<file path="src/sv/ucs_ram.sv">
// Generic simple dual-port RAM with registered read data.
`default_nettype none

module ucs_ram #(
    parameter int WIDTH = 8,
    parameter int DEPTH = 32
) (
    input  wire logic                     i_clk,
    input  wire logic                     i_wr_en,
    input  wire logic [$clog2(DEPTH)-1:0] i_wr_addr,
    input  wire logic [WIDTH-1:0]         i_wr_data,
    input  wire logic                     i_rd_en,
    input  wire logic [$clog2(DEPTH)-1:0] i_rd_addr,
    output logic      [WIDTH-1:0]         o_rd_data
);

    logic [WIDTH-1:0] r_mem [DEPTH];

    // Write and read ports; the read data holds while no read is issued.
    always_ff @(posedge i_clk) begin
        if (i_wr_en) begin
            r_mem[i_wr_addr] <= i_wr_data;
        end
        if (i_rd_en) begin
            o_rd_data <= r_mem[i_rd_addr];
        end
    end

endmodule

`default_nettype wire

</file>
<file path="config.mk">
export PLATFORM = sky130hd
export DESIGN_NAME = ucs_ram
export DESIGN_NICKNAME = d
export VERILOG_FILES = /design/src/sv/ucs_ram.sv
export SDC_FILE = /design/constraint.sdc
export NUM_CORES = 1
export LEC_CHECK = 0
export BUFFER_PORTS_ARGS = -buffer_cell sky130_fd_sc_hd__buf_2
export CAP_MARGIN = 20
export CORE_ASPECT_RATIO = 0.8
export CORE_MARGIN = 2
export CORE_UTILIZATION = 35
export CTS_BUF_LIST = sky130_fd_sc_hd__clkbuf_8
export DETAILED_ROUTE_END_ITERATION = 12
export GPL_TIMING_DRIVEN = 0
export PLACE_DENSITY_LB_ADDON = 0.08
export SLEW_MARGIN = 20
export SYNTH_ARGS = -nofsm -noshare
export SYNTH_HDL_FRONTEND = slang
export SYNTH_SLANG_ARGS = --single-unit
</file>
<file path="constraint.sdc">
create_clock -name i_clk -period 4.4 [get_ports i_clk]
set_clock_uncertainty 0.1 [all_clocks]
set_input_delay 0 -clock i_clk [delete_from_list [all_inputs] [get_ports i_clk]]
set_output_delay 0 -clock i_clk [all_outputs]
set_load 0.05 [all_outputs]
</file>
==> run metrics, run 1 <==
Clock Path Buffers 3; Synth Register Bits 264; critical path class input port to register; vias in the first global route 4797; total routed wirelength 23.51 mm; DP Wirelength 15.11 mm; antenna violations before repair 2; Skew-Pair Late Insertion Delay 0.53 ns; routed wire length per instance 26.18 microns; Layout Cells excl Fill 898; CTS tree built; Final period util 0.5080; Slew Viols, Final 0; htree depth 2; first-pass GRT wire length 33.93 mm; post-synth top area cell edfxtp_1; residual DRC count 0; Max Cap Viol 0; final setup vio count 0; Mapped Cells 417; status complete, no violations; TNS Setup 0 ns; register area share after synthesis 0.7823; vias post-DR 4592; fin area 0.01158 sq mm; CTS clk-pin slew, worst paths 0.06 ns; slew margin rel. 0.3688; total CTS buffers 44; Hold Path Class input port to register; FF-to-FF path depth 3; DR pass1 iterations 4; Hold Crit Depth 3; pwr/cell area 435.8 mW/mm^2; most frequent cell after synthesis edfxtp_1; Post-synth top cells edfxtp_1 (264), mux4_2 (80), nor2_1 (33), mux2_2 (8); Most used DFF post-synth edfxtp_1; Yosys warnings 0; Root Driver clkbuf_8; number of core rows 55; critical path launch point type input port; critical path capture point type register; Initial Util 0.3574; I/O pin cnt 29; total global routing overflow 0; worst slew pin tran 0.9433 ns; fin nets 517; Synth Cell Area 0.01013 sq mm; Syn Nets 438; top-area cell type share of the netlist area 0.7823; layout cells sized above 1 0.3264; Final ANT Viol Nets 0; top cells by area, synth edfxtp_1 (78%), mux4_2 (18%), nor2_1 (1.2%), mux2_2 (0.89%), buf_4 (0.44%); fraction of registers with async set/reset 0; core footprint 0.02835 sq mm; RSZ-0062 raised after global routing no; largest net degree at the start of global routing 33; Post-synth EDFFs 264; Via density 5.114; Die Wd 194.2 microns; Syn Area/Cell 24.30 sq um; leakage 3.604 nW; Final Hold Viols 0; Worst EP required 4.57 ns; Area Growth Syn to Fin 14.32%; Peak VDD IR 192.3 uV; Starting DRT DRC Count 354; fmax 447.4 MHz; Placement Cell Area 0.01071 sq mm; number of I/O port buffers 23; Die Y 156.2 microns; critical-path maximum fanout 10; flop2flop setup slack 2.32 ns; die footprint 0.03034 sq mm; Placer Congestion 0.7248; Clock Sink Count 264; WP data arrival 2.40 ns; library cells used by synthesis 14; placed cells 810; minimum clock period 2.235 ns; GRT Total Usage 0.1609
## power by group
part / switching (mW) / total [mW] / internal (mW)
Combinational: 0.189 / 0.307 / 0.118
Clock: 0.923 / 1.93 / 1.00
Sequential: 0.00719 / 2.82 / 2.81
## worst paths after layout
| check | from | end |
|---|---|---|
| max | i_rd_addr[2] | o_rd_data[6]$_DFFE_PP_ |
| min | i_wr_addr[3] | r_mem[28][2]$_DFFE_PP_ |
| max reg2reg | r_mem[20][4]$_DFFE_PP_ | o_rd_data[4]$_DFFE_PP_ |
| min reg2reg | r_mem[22][5]$_DFFE_PP_ | o_rd_data[5]$_DFFE_PP_ |
## sequential cells by signal (all words and copies together) (netlist names)
| signal | count |
|---|---|
| r_mem | 256 |
| o_rd_data | 8 |
## kinds of logic after synthesis
family,after synthesis,share of synthesized area
DFF,264,0.7823
and+or+nand+nor,45,0.02050
muxes,88,0.1867
buffers and inverters,20,0.01049
## critical path, stage by stage
cell	delay [ns]
clkbuf_1	0.46
clkbuf_1	0.63
mux4_2	0.47
mux4_2	0.53
mux2_2	0.31
## cells in the final DEF, fill, tap and decap left out
cell type / synthesis / layout
mux2_2: 8 / 8
clkinv_1: 0 / 15
inv_1: 0 / 12
bufinv_16: 0 / 1
buf_6: 1 / 1
edfxtp_1: 264 / 264
dlygate4sd3_1: 0 / 10
nand2_1: 1 / 1
clkinv_2: 0 / 4
clkbuf_1: 6 / 6
or3b_2: 3 / 3
mux4_2: 80 / 80
buf_1: 6 / 6
clkbuf_8: 0 / 45
nand3b_1: 5 / 5
nor2_1: 33 / 33
nand3_1: 2 / 2
diode_2: 0 / 1
buf_2: 1 / 24
buf_4: 6 / 6
or3_1: 1 / 1
## area by class of cell
class                      instances  area [sq um]
fill                            2527         16770
sequential                       264          7928
multi-input combinational        133          2100
clock buffer                      45         619.3
tap                              370         462.9
timing repair buffer              33         215.2
clock inverter                    32         151.4
buffer                            20         106.4
antenna                            1         2.502
## metal layers
metal	global-route usage	vias up	wire length, microns
met5	0	-	13
met4	0.04293	2	390
met3	0.04345	38	1658
met2	0.2311	149	10130
met1	0.2422	2449	11320
li1	-	1954	-
## per-stage QoR
| stage | worst slack, ns | hold slack, ns | power, mW | util |
|---|---|---|---|---|
| after floorplan | 2.358 | -0.001131 | 3.042 | - |
| after global placement | 1.513 | 0.2290 | 3.171 | 0.3778 |
| after detailed placement | 1.534 | 0.2312 | 3.177 | 0.3778 |
| after CTS | 2.103 | 0.09738 | 5.130 | 0.4085 |
| after global routing | 2.058 | 0.1554 | 5.245 | 0.4085 |
| final | 2.165 | 0.1201 | 5.049 | 0.4086 |
## repair_timing
action | CTS | global route
hold buffers | 10 | 0
setup buffers | 0 | 0
resized for setup | 0 | 0
endpoints found under the hold margin | 270 | 0
Power figures use the tool's default switching activity.
==> run 2: changes to the inputs <==
==> constraint.sdc (replaced) <==
create_clock -name i_clk -period 1.9 [get_ports i_clk]
set_clock_uncertainty 0.1 [all_clocks]
set_input_delay 0 -clock i_clk [delete_from_list [all_inputs] [get_ports i_clk]]
set_output_delay 0 -clock i_clk [all_outputs]
set_load 0.05 [all_outputs]
==> run 2 against run 1 <==
  * The flow now finishes with violations (negative setup slack)
  * Wire length grew 2.7%
  * Sequential power grew 130%
  * Via count is 0.26% lower
  * Critical path depth decreased by 2
  * Die area unchanged
  * Power up 130%
  * Critical path type is now register to register
  * Critical endpoint is now o_rd_data[3]$_DFFE_PP_
==> run metrics, run 2 (synthesis gave the netlist of run 1 again) <==
Setup WS pre-CTS -0.7095 ns (-2.244 ns); leakage 3.651 nW (+1.3%); number of I/O port buffers 23 (unchanged); Largest register FFs 256 (unchanged); Area Growth Syn to Fin 14.64%; fin util 0.4098 (+0.001148); pwr/cell area 1006 mW/mm^2 (+130%); GRT Total Usage 0.1623 (+0.001390); layout cells sized above 1 0.3423 (+0.01588); CP peak stage delay 0.54 ns (-0.09 ns); violated checks negative setup slack; Max Cap Viol 0 (unchanged); Final period util 1.097; first-pass GRT wire length 34.31 mm (+1.1%); residual DRC count 0 (unchanged); overall power 11.68 mW (+130%); placed cells 810 (unchanged); minimum clock period 2.084 ns; Clock Sink Count 264 (unchanged); Layout Cells excl Fill 893 (-0.56%); Clock Path Buffers 3 (unchanged); Post-CTS Setup Bufs 0 (unchanged); Peak VDD IR 468.8 uV (+140%); routed wire length per instance 27.04 microns (+3.3%); critical path capture point type register; total CTS buffers 44 (unchanged); Skew-Pair Late Insertion Delay 0.53 ns (about the same); Slew Viols, Final 0 (unchanged); vias in the first global route 4776 (-0.44%); Die Y 156.2 microns (unchanged); most frequent cells in the layout edfxtp_1 (264), mux4_2 (80), clkbuf_8 (45); Crit path max-delay family multiplexers; DP Wirelength 15.19 mm (+0.50%); critical path launch point type register; Root Driver clkbuf_8; cell mode on critical path mux4_2; number of core rows 55 (unchanged); Via density 5.129 (+0.30%); I/O pin cnt 29 (unchanged); FILL cells 2522 (-0.20%); DR pass1 iterations 5 (+1); slew margin rel. 0.3094 (-0.05939); total routed wirelength 24.15 mm (+2.7%); status finished with violations; vias post-DR 4580 (-0.26%); final setup vio count 8 (+8); commonest non-fill, non-tap cell in the layout edfxtp_1; WP data arrival 2.25 ns (-0.15 ns); area of the multi-input gates 0.002113 sq mm (+0.66%); CP max stage cell mux4_2; total global routing overflow 0 (unchanged); Final ANT Viol Nets 0 (unchanged); fin nets 517 (unchanged); Largest Register r_mem; die footprint 0.03034 sq mm (unchanged); Min Hold Slack 0.1230 ns (+0.002949 ns); fmax 479.8 MHz; Regs by FF count r_mem: 256 flops, o_rd_data: 8 flops; Worst EP required 2.07 ns (-2.50 ns); Initial Util 0.3574 (unchanged); RSZ-0062 raised after global routing yes; Die Wd 194.2 microns (unchanged); CTS clk-pin slew, worst paths 0.06 ns (about the same); Starting DRT DRC Count 422 (+19%); Placer Congestion 0.7278 (+0.41%); critical path cell sequence mux4_2 -> mux4_2 -> mux2_4; critical-path maximum fanout 1 (-9); worst slew pin tran 1.032 ns (+0.08875 ns); Buf/Inv on CP 0 (-2); Antenna diodes 0 (-1); Hold Path Class input port to register; CTS tree built; core footprint 0.02835 sq mm (unchanged); htree depth 2 (unchanged); antenna violations before repair 1 (-1); critical path class register to register; largest net degree at the start of global routing 33 (unchanged); Reg area 0.007928 sq mm (unchanged); Final Hold Viols 0 (unchanged); worst setup margin -0.1842 ns (-2.349 ns)
## run 2: changes by cell type in the layout (fill, tap and decap cells not counted), sizes merged
| cell | delta |
|---|---|
| inv | +4 |
| diode | -1 |
| clkinv | -8 |
## run 2: worst paths after layout
path,to,cells past startpoint,from,slack (ns)
hold reg to reg,o_rd_data[6]$_DFFE_PP_,3,r_mem[22][6]$_DFFE_PP_,0.91
hold / removal,r_mem[14][7]$_DFFE_PP_,3,i_wr_addr[2],0.12
setup / recovery,o_rd_data[3]$_DFFE_PP_,3,r_mem[21][3]$_DFFE_PP_,-0.18
setup reg to reg,o_rd_data[3]$_DFFE_PP_,3,r_mem[21][3]$_DFFE_PP_,-0.18
## run 2: per-stage QoR
| stage | area (sq um) | setup TNS, ns |
|---|---|---|
| floorplan | 10170 | 0 |
| global placement | 10750 | -32.76 |
| detailed placement | 10750 | -34.14 |
| CTS | 11610 | -1.300 |
| global route | 11620 | -1.512 |
| finish | 11620 | -1.224 |
## run 2: metal layers
| layer | part of all wire | track usage |
|---|---|---|
| met1 | 0.46 | 0.2346 |
| met2 | 0.46 | 0.2488 |
| met3 | 0.062 | 0.03934 |
| met4 | 0.018 | 0.04113 |
| met5 | 0 | 0 |
## run 2: timing repair
action,CTS,global route
gates cloned,0,0
endpoints found under the setup margin,8,8
resized for setup,3,0
endpoints found under the hold margin,265,0
hold buffers,10,0
## run 2: layout make-up
cell class              instances  share of cell area
clock buffers                  45             0.05331
repair buffers                 33             0.01852
flip-flops and latches        264              0.6824
plain buffers                  20             0.01206
well taps                     370             0.03985
clock inverters                28             0.01195
multi-input cells             133              0.1819
## run 2: tightest hold or removal path, delay by kind of cell
family	cells	cell delay [ns]
buf+inv	1	0.16
simple gates	2	0.36
## run 2: power breakdown
group / switching, mW / internal [mW] / leakage (nW) / total [mW]
Combinational: 0.441 / 0.285 / 0.819 / 0.726
Sequential: 0.0192 / 6.51 / 2.38 / 6.52
Clock: 2.12 / 2.31 / 0.447 / 4.43
==> run 3: changes to the inputs <==
==> constraint.sdc (replaced) <==
create_clock -name i_clk -period 1.9 [get_ports i_clk]
set_clock_uncertainty 0.1 [all_clocks]
set_input_delay 0.38 -clock i_clk [delete_from_list [all_inputs] [get_ports i_clk]]
set_output_delay 0.38 -clock i_clk [all_outputs]
set_load 0.05 [all_outputs]
==> run 3 against run 2 <==
  * The run still ends with negative setup slack left
  * Hold slack worse by 0.010 ns
  * Sequential share of layout area down 0.32 points
  * Flip-flop and latch count is the same
  * Power is 2.2% higher
  * Highest routed layer unchanged
==> run metrics, run 3 (synthesis gave the netlist of run 1 again) <==
status finished with violations; violated checks negative setup slack; CTS tree built; cell mode on critical path mux4_2; vias post-DR 4479 (-2.2%); first-pass GRT wire length 32.51 mm (-5.3%); slew margin rel. 0.3682 (+0.05880); largest net degree at the start of global routing 33 (unchanged); Hold Path Class input port to register; Die Wd 194.2 microns (unchanged); minimum clock period 2.079 ns (-0.004986 ns); Worst EP required 2.08 ns (about the same); flop2flop setup slack -0.18 ns (about the same); Placer Congestion 0.6919 (-4.9%); worst setup margin -0.1792 ns (+0.004986 ns); Buf/Inv on CP 0 (unchanged); fin nets 507 (-1.9%); routed wire length per instance 25.90 microns (-4.2%); TNS Setup -1.309 ns (-0.08531 ns); most frequent cells in the layout edfxtp_1 (264), mux4_2 (80), clkbuf_8 (45); placed cells 810 (unchanged); Slew Viols, Final 0 (unchanged); Regs by FF count r_mem: 256 flops, o_rd_data: 8 flops; critical path cell sequence mux4_2 -> mux4_2 -> mux2_2; layout cells sized above 1 0.3750 (+0.03274); fmax 481.0 MHz (+0.24%); Post-CTS Setup Bufs 0 (unchanged); RSZ-0062 raised after global routing yes; Setup WS pre-CTS -0.7881 ns (-0.07864 ns); share of power burned in registers 0.546 (-0.012); critical path launch point type register; residual DRC count 0 (unchanged); critical-path maximum fanout 1 (unchanged); Final ANT Viol Nets 0 (unchanged); Area Growth Syn to Fin 15.19%; Peak VDD IR 503.1 uV (+7.3%); Starting DRT DRC Count 422 (unchanged); total global routing overflow 0 (unchanged); Clock Path Buffers 3 (unchanged); Via density 5.027 (-2.0%); Sw Pwr 2.662 mW (+3.1%); Die Y 156.2 microns (unchanged); worst slew pin tran 0.9442 ns (-0.08787 ns); I/O pin cnt 29 (unchanged); core footprint 0.02835 sq mm (unchanged); htree depth 2 (unchanged); sw frac 0.2231 (+0.002122); vias in the first global route 4672 (-2.2%); WP data arrival 2.26 ns (about the same); GRT Total Usage 0.1566 (-0.005742); Root Driver clkbuf_8; pwr/cell area 1023 mW/mm^2 (+1.7%); Largest Register r_mem; clock share of power 0.393 (+0.014); critical path capture point type register; final setup vio count 8 (unchanged); antenna violations before repair 3 (+2); Max Cap Viol 0 (unchanged); Crit path max-delay family multiplexers; DR pass1 iterations 4 (-1); Clock Sink Count 264 (unchanged); CP max stage cell mux4_2; Final Hold Viols 0 (unchanged); DP Wirelength 14.80 mm (-2.6%); Largest register FFs 256 (unchanged); number of core rows 55 (unchanged); leakage 3.647 nW (-0.11%); Min Hold Slack 0.1127 ns (-0.01035 ns); number of I/O port buffers 23 (unchanged); CTS clk-pin slew, worst paths 0.06 ns (about the same); overall power 11.94 mW (+2.2%); total CTS buffers 44 (unchanged); CP peak stage delay 0.55 ns (about the same); commonest non-fill, non-tap cell in the layout edfxtp_1; critical path class register to register; die footprint 0.03034 sq mm (unchanged); Layout Cells excl Fill 891 (-0.22%); total routed wirelength 23.08 mm (-4.4%); Initial Util 0.3574 (unchanged); Power Internal 9.273 mW (+1.9%); Skew-Pair Late Insertion Delay 0.58 ns (+0.05 ns); Final period util 1.094 (-0.002624); Combinational Power Share 0.061 (about the same)
## run 3: cell count changes in the layout (fill, tap and decap cells not counted), sizes merged
cell | previous run | this run
dlygate4sd3 | 10 | 0
clkinvlp | 0 | 2
bufinv | 1 | 2
clkinv | 11 | 21
diode | 0 | 1
inv | 16 | 10
## run 3: repair_timing
action,in CTS,in global routing
hold buffers,0,0
setup endpoints to repair,15,56
pin swaps,0,0
resized for setup,4,7
## run 3: path summary, 6_finish.rpt
kind                       endpoint                   start  depth (start not counted)
max reg2reg  o_rd_data[4]$_DFFE_PP_   r_mem[5][4]$_DFFE_PP_                          3
min reg2reg  o_rd_data[6]$_DFFE_PP_  r_mem[31][6]$_DFFE_PP_                          3
min          o_rd_data[5]$_DFFE_PP_                 i_rd_en                          1
max          o_rd_data[4]$_DFFE_PP_   r_mem[5][4]$_DFFE_PP_                          3
## run 3: cell type report
| class | instances | area, sq um |
|---|---|---|
| Fill cell | 2479 | 16680 |
| Sequential cell | 264 | 7928 |
| Multi-Input combinational cell | 133 | 2131 |
| Clock buffer | 45 | 619.3 |
| Tap cell | 370 | 462.9 |
| Buffer | 20 | 212.7 |
| Clock inverter | 35 | 201.4 |
| Timing Repair Buffer | 23 | 115.1 |
| Antenna cell | 1 | 2.502 |
## run 3: power by group through the flow
stage | logic, mW | clock network, mW | registers [mW]
global route | 0.777 | 5.07 | 6.52
global placement | 0.727 | 0 | 6.64
detailed placement | 0.738 | 0 | 6.64
finish | 0.726 | 4.69 | 6.52
CTS | 0.746 | 4.84 | 6.52
floorplan | 0.373 | 0 | 6.70
## run 3: routing by layer
metal  global-route usage  wire [microns]  up-vias
li1                     -               -     1941
met2               0.2269            9885      132
met3              0.04064            1868       42
met1               0.2335           10900     2364
met5                    0               0        -
met4              0.04509             419        0
## run 3: stage by stage
| stage | utilization | area [sq um] |
|---|---|---|
| floorplan | - | 10240 |
| global placement | 0.3816 | 10820 |
| detailed placement | 0.3816 | 10820 |
| CTS | 0.4110 | 11650 |
| global route | 0.4116 | 11670 |
| finish | 0.4117 | 11670 |
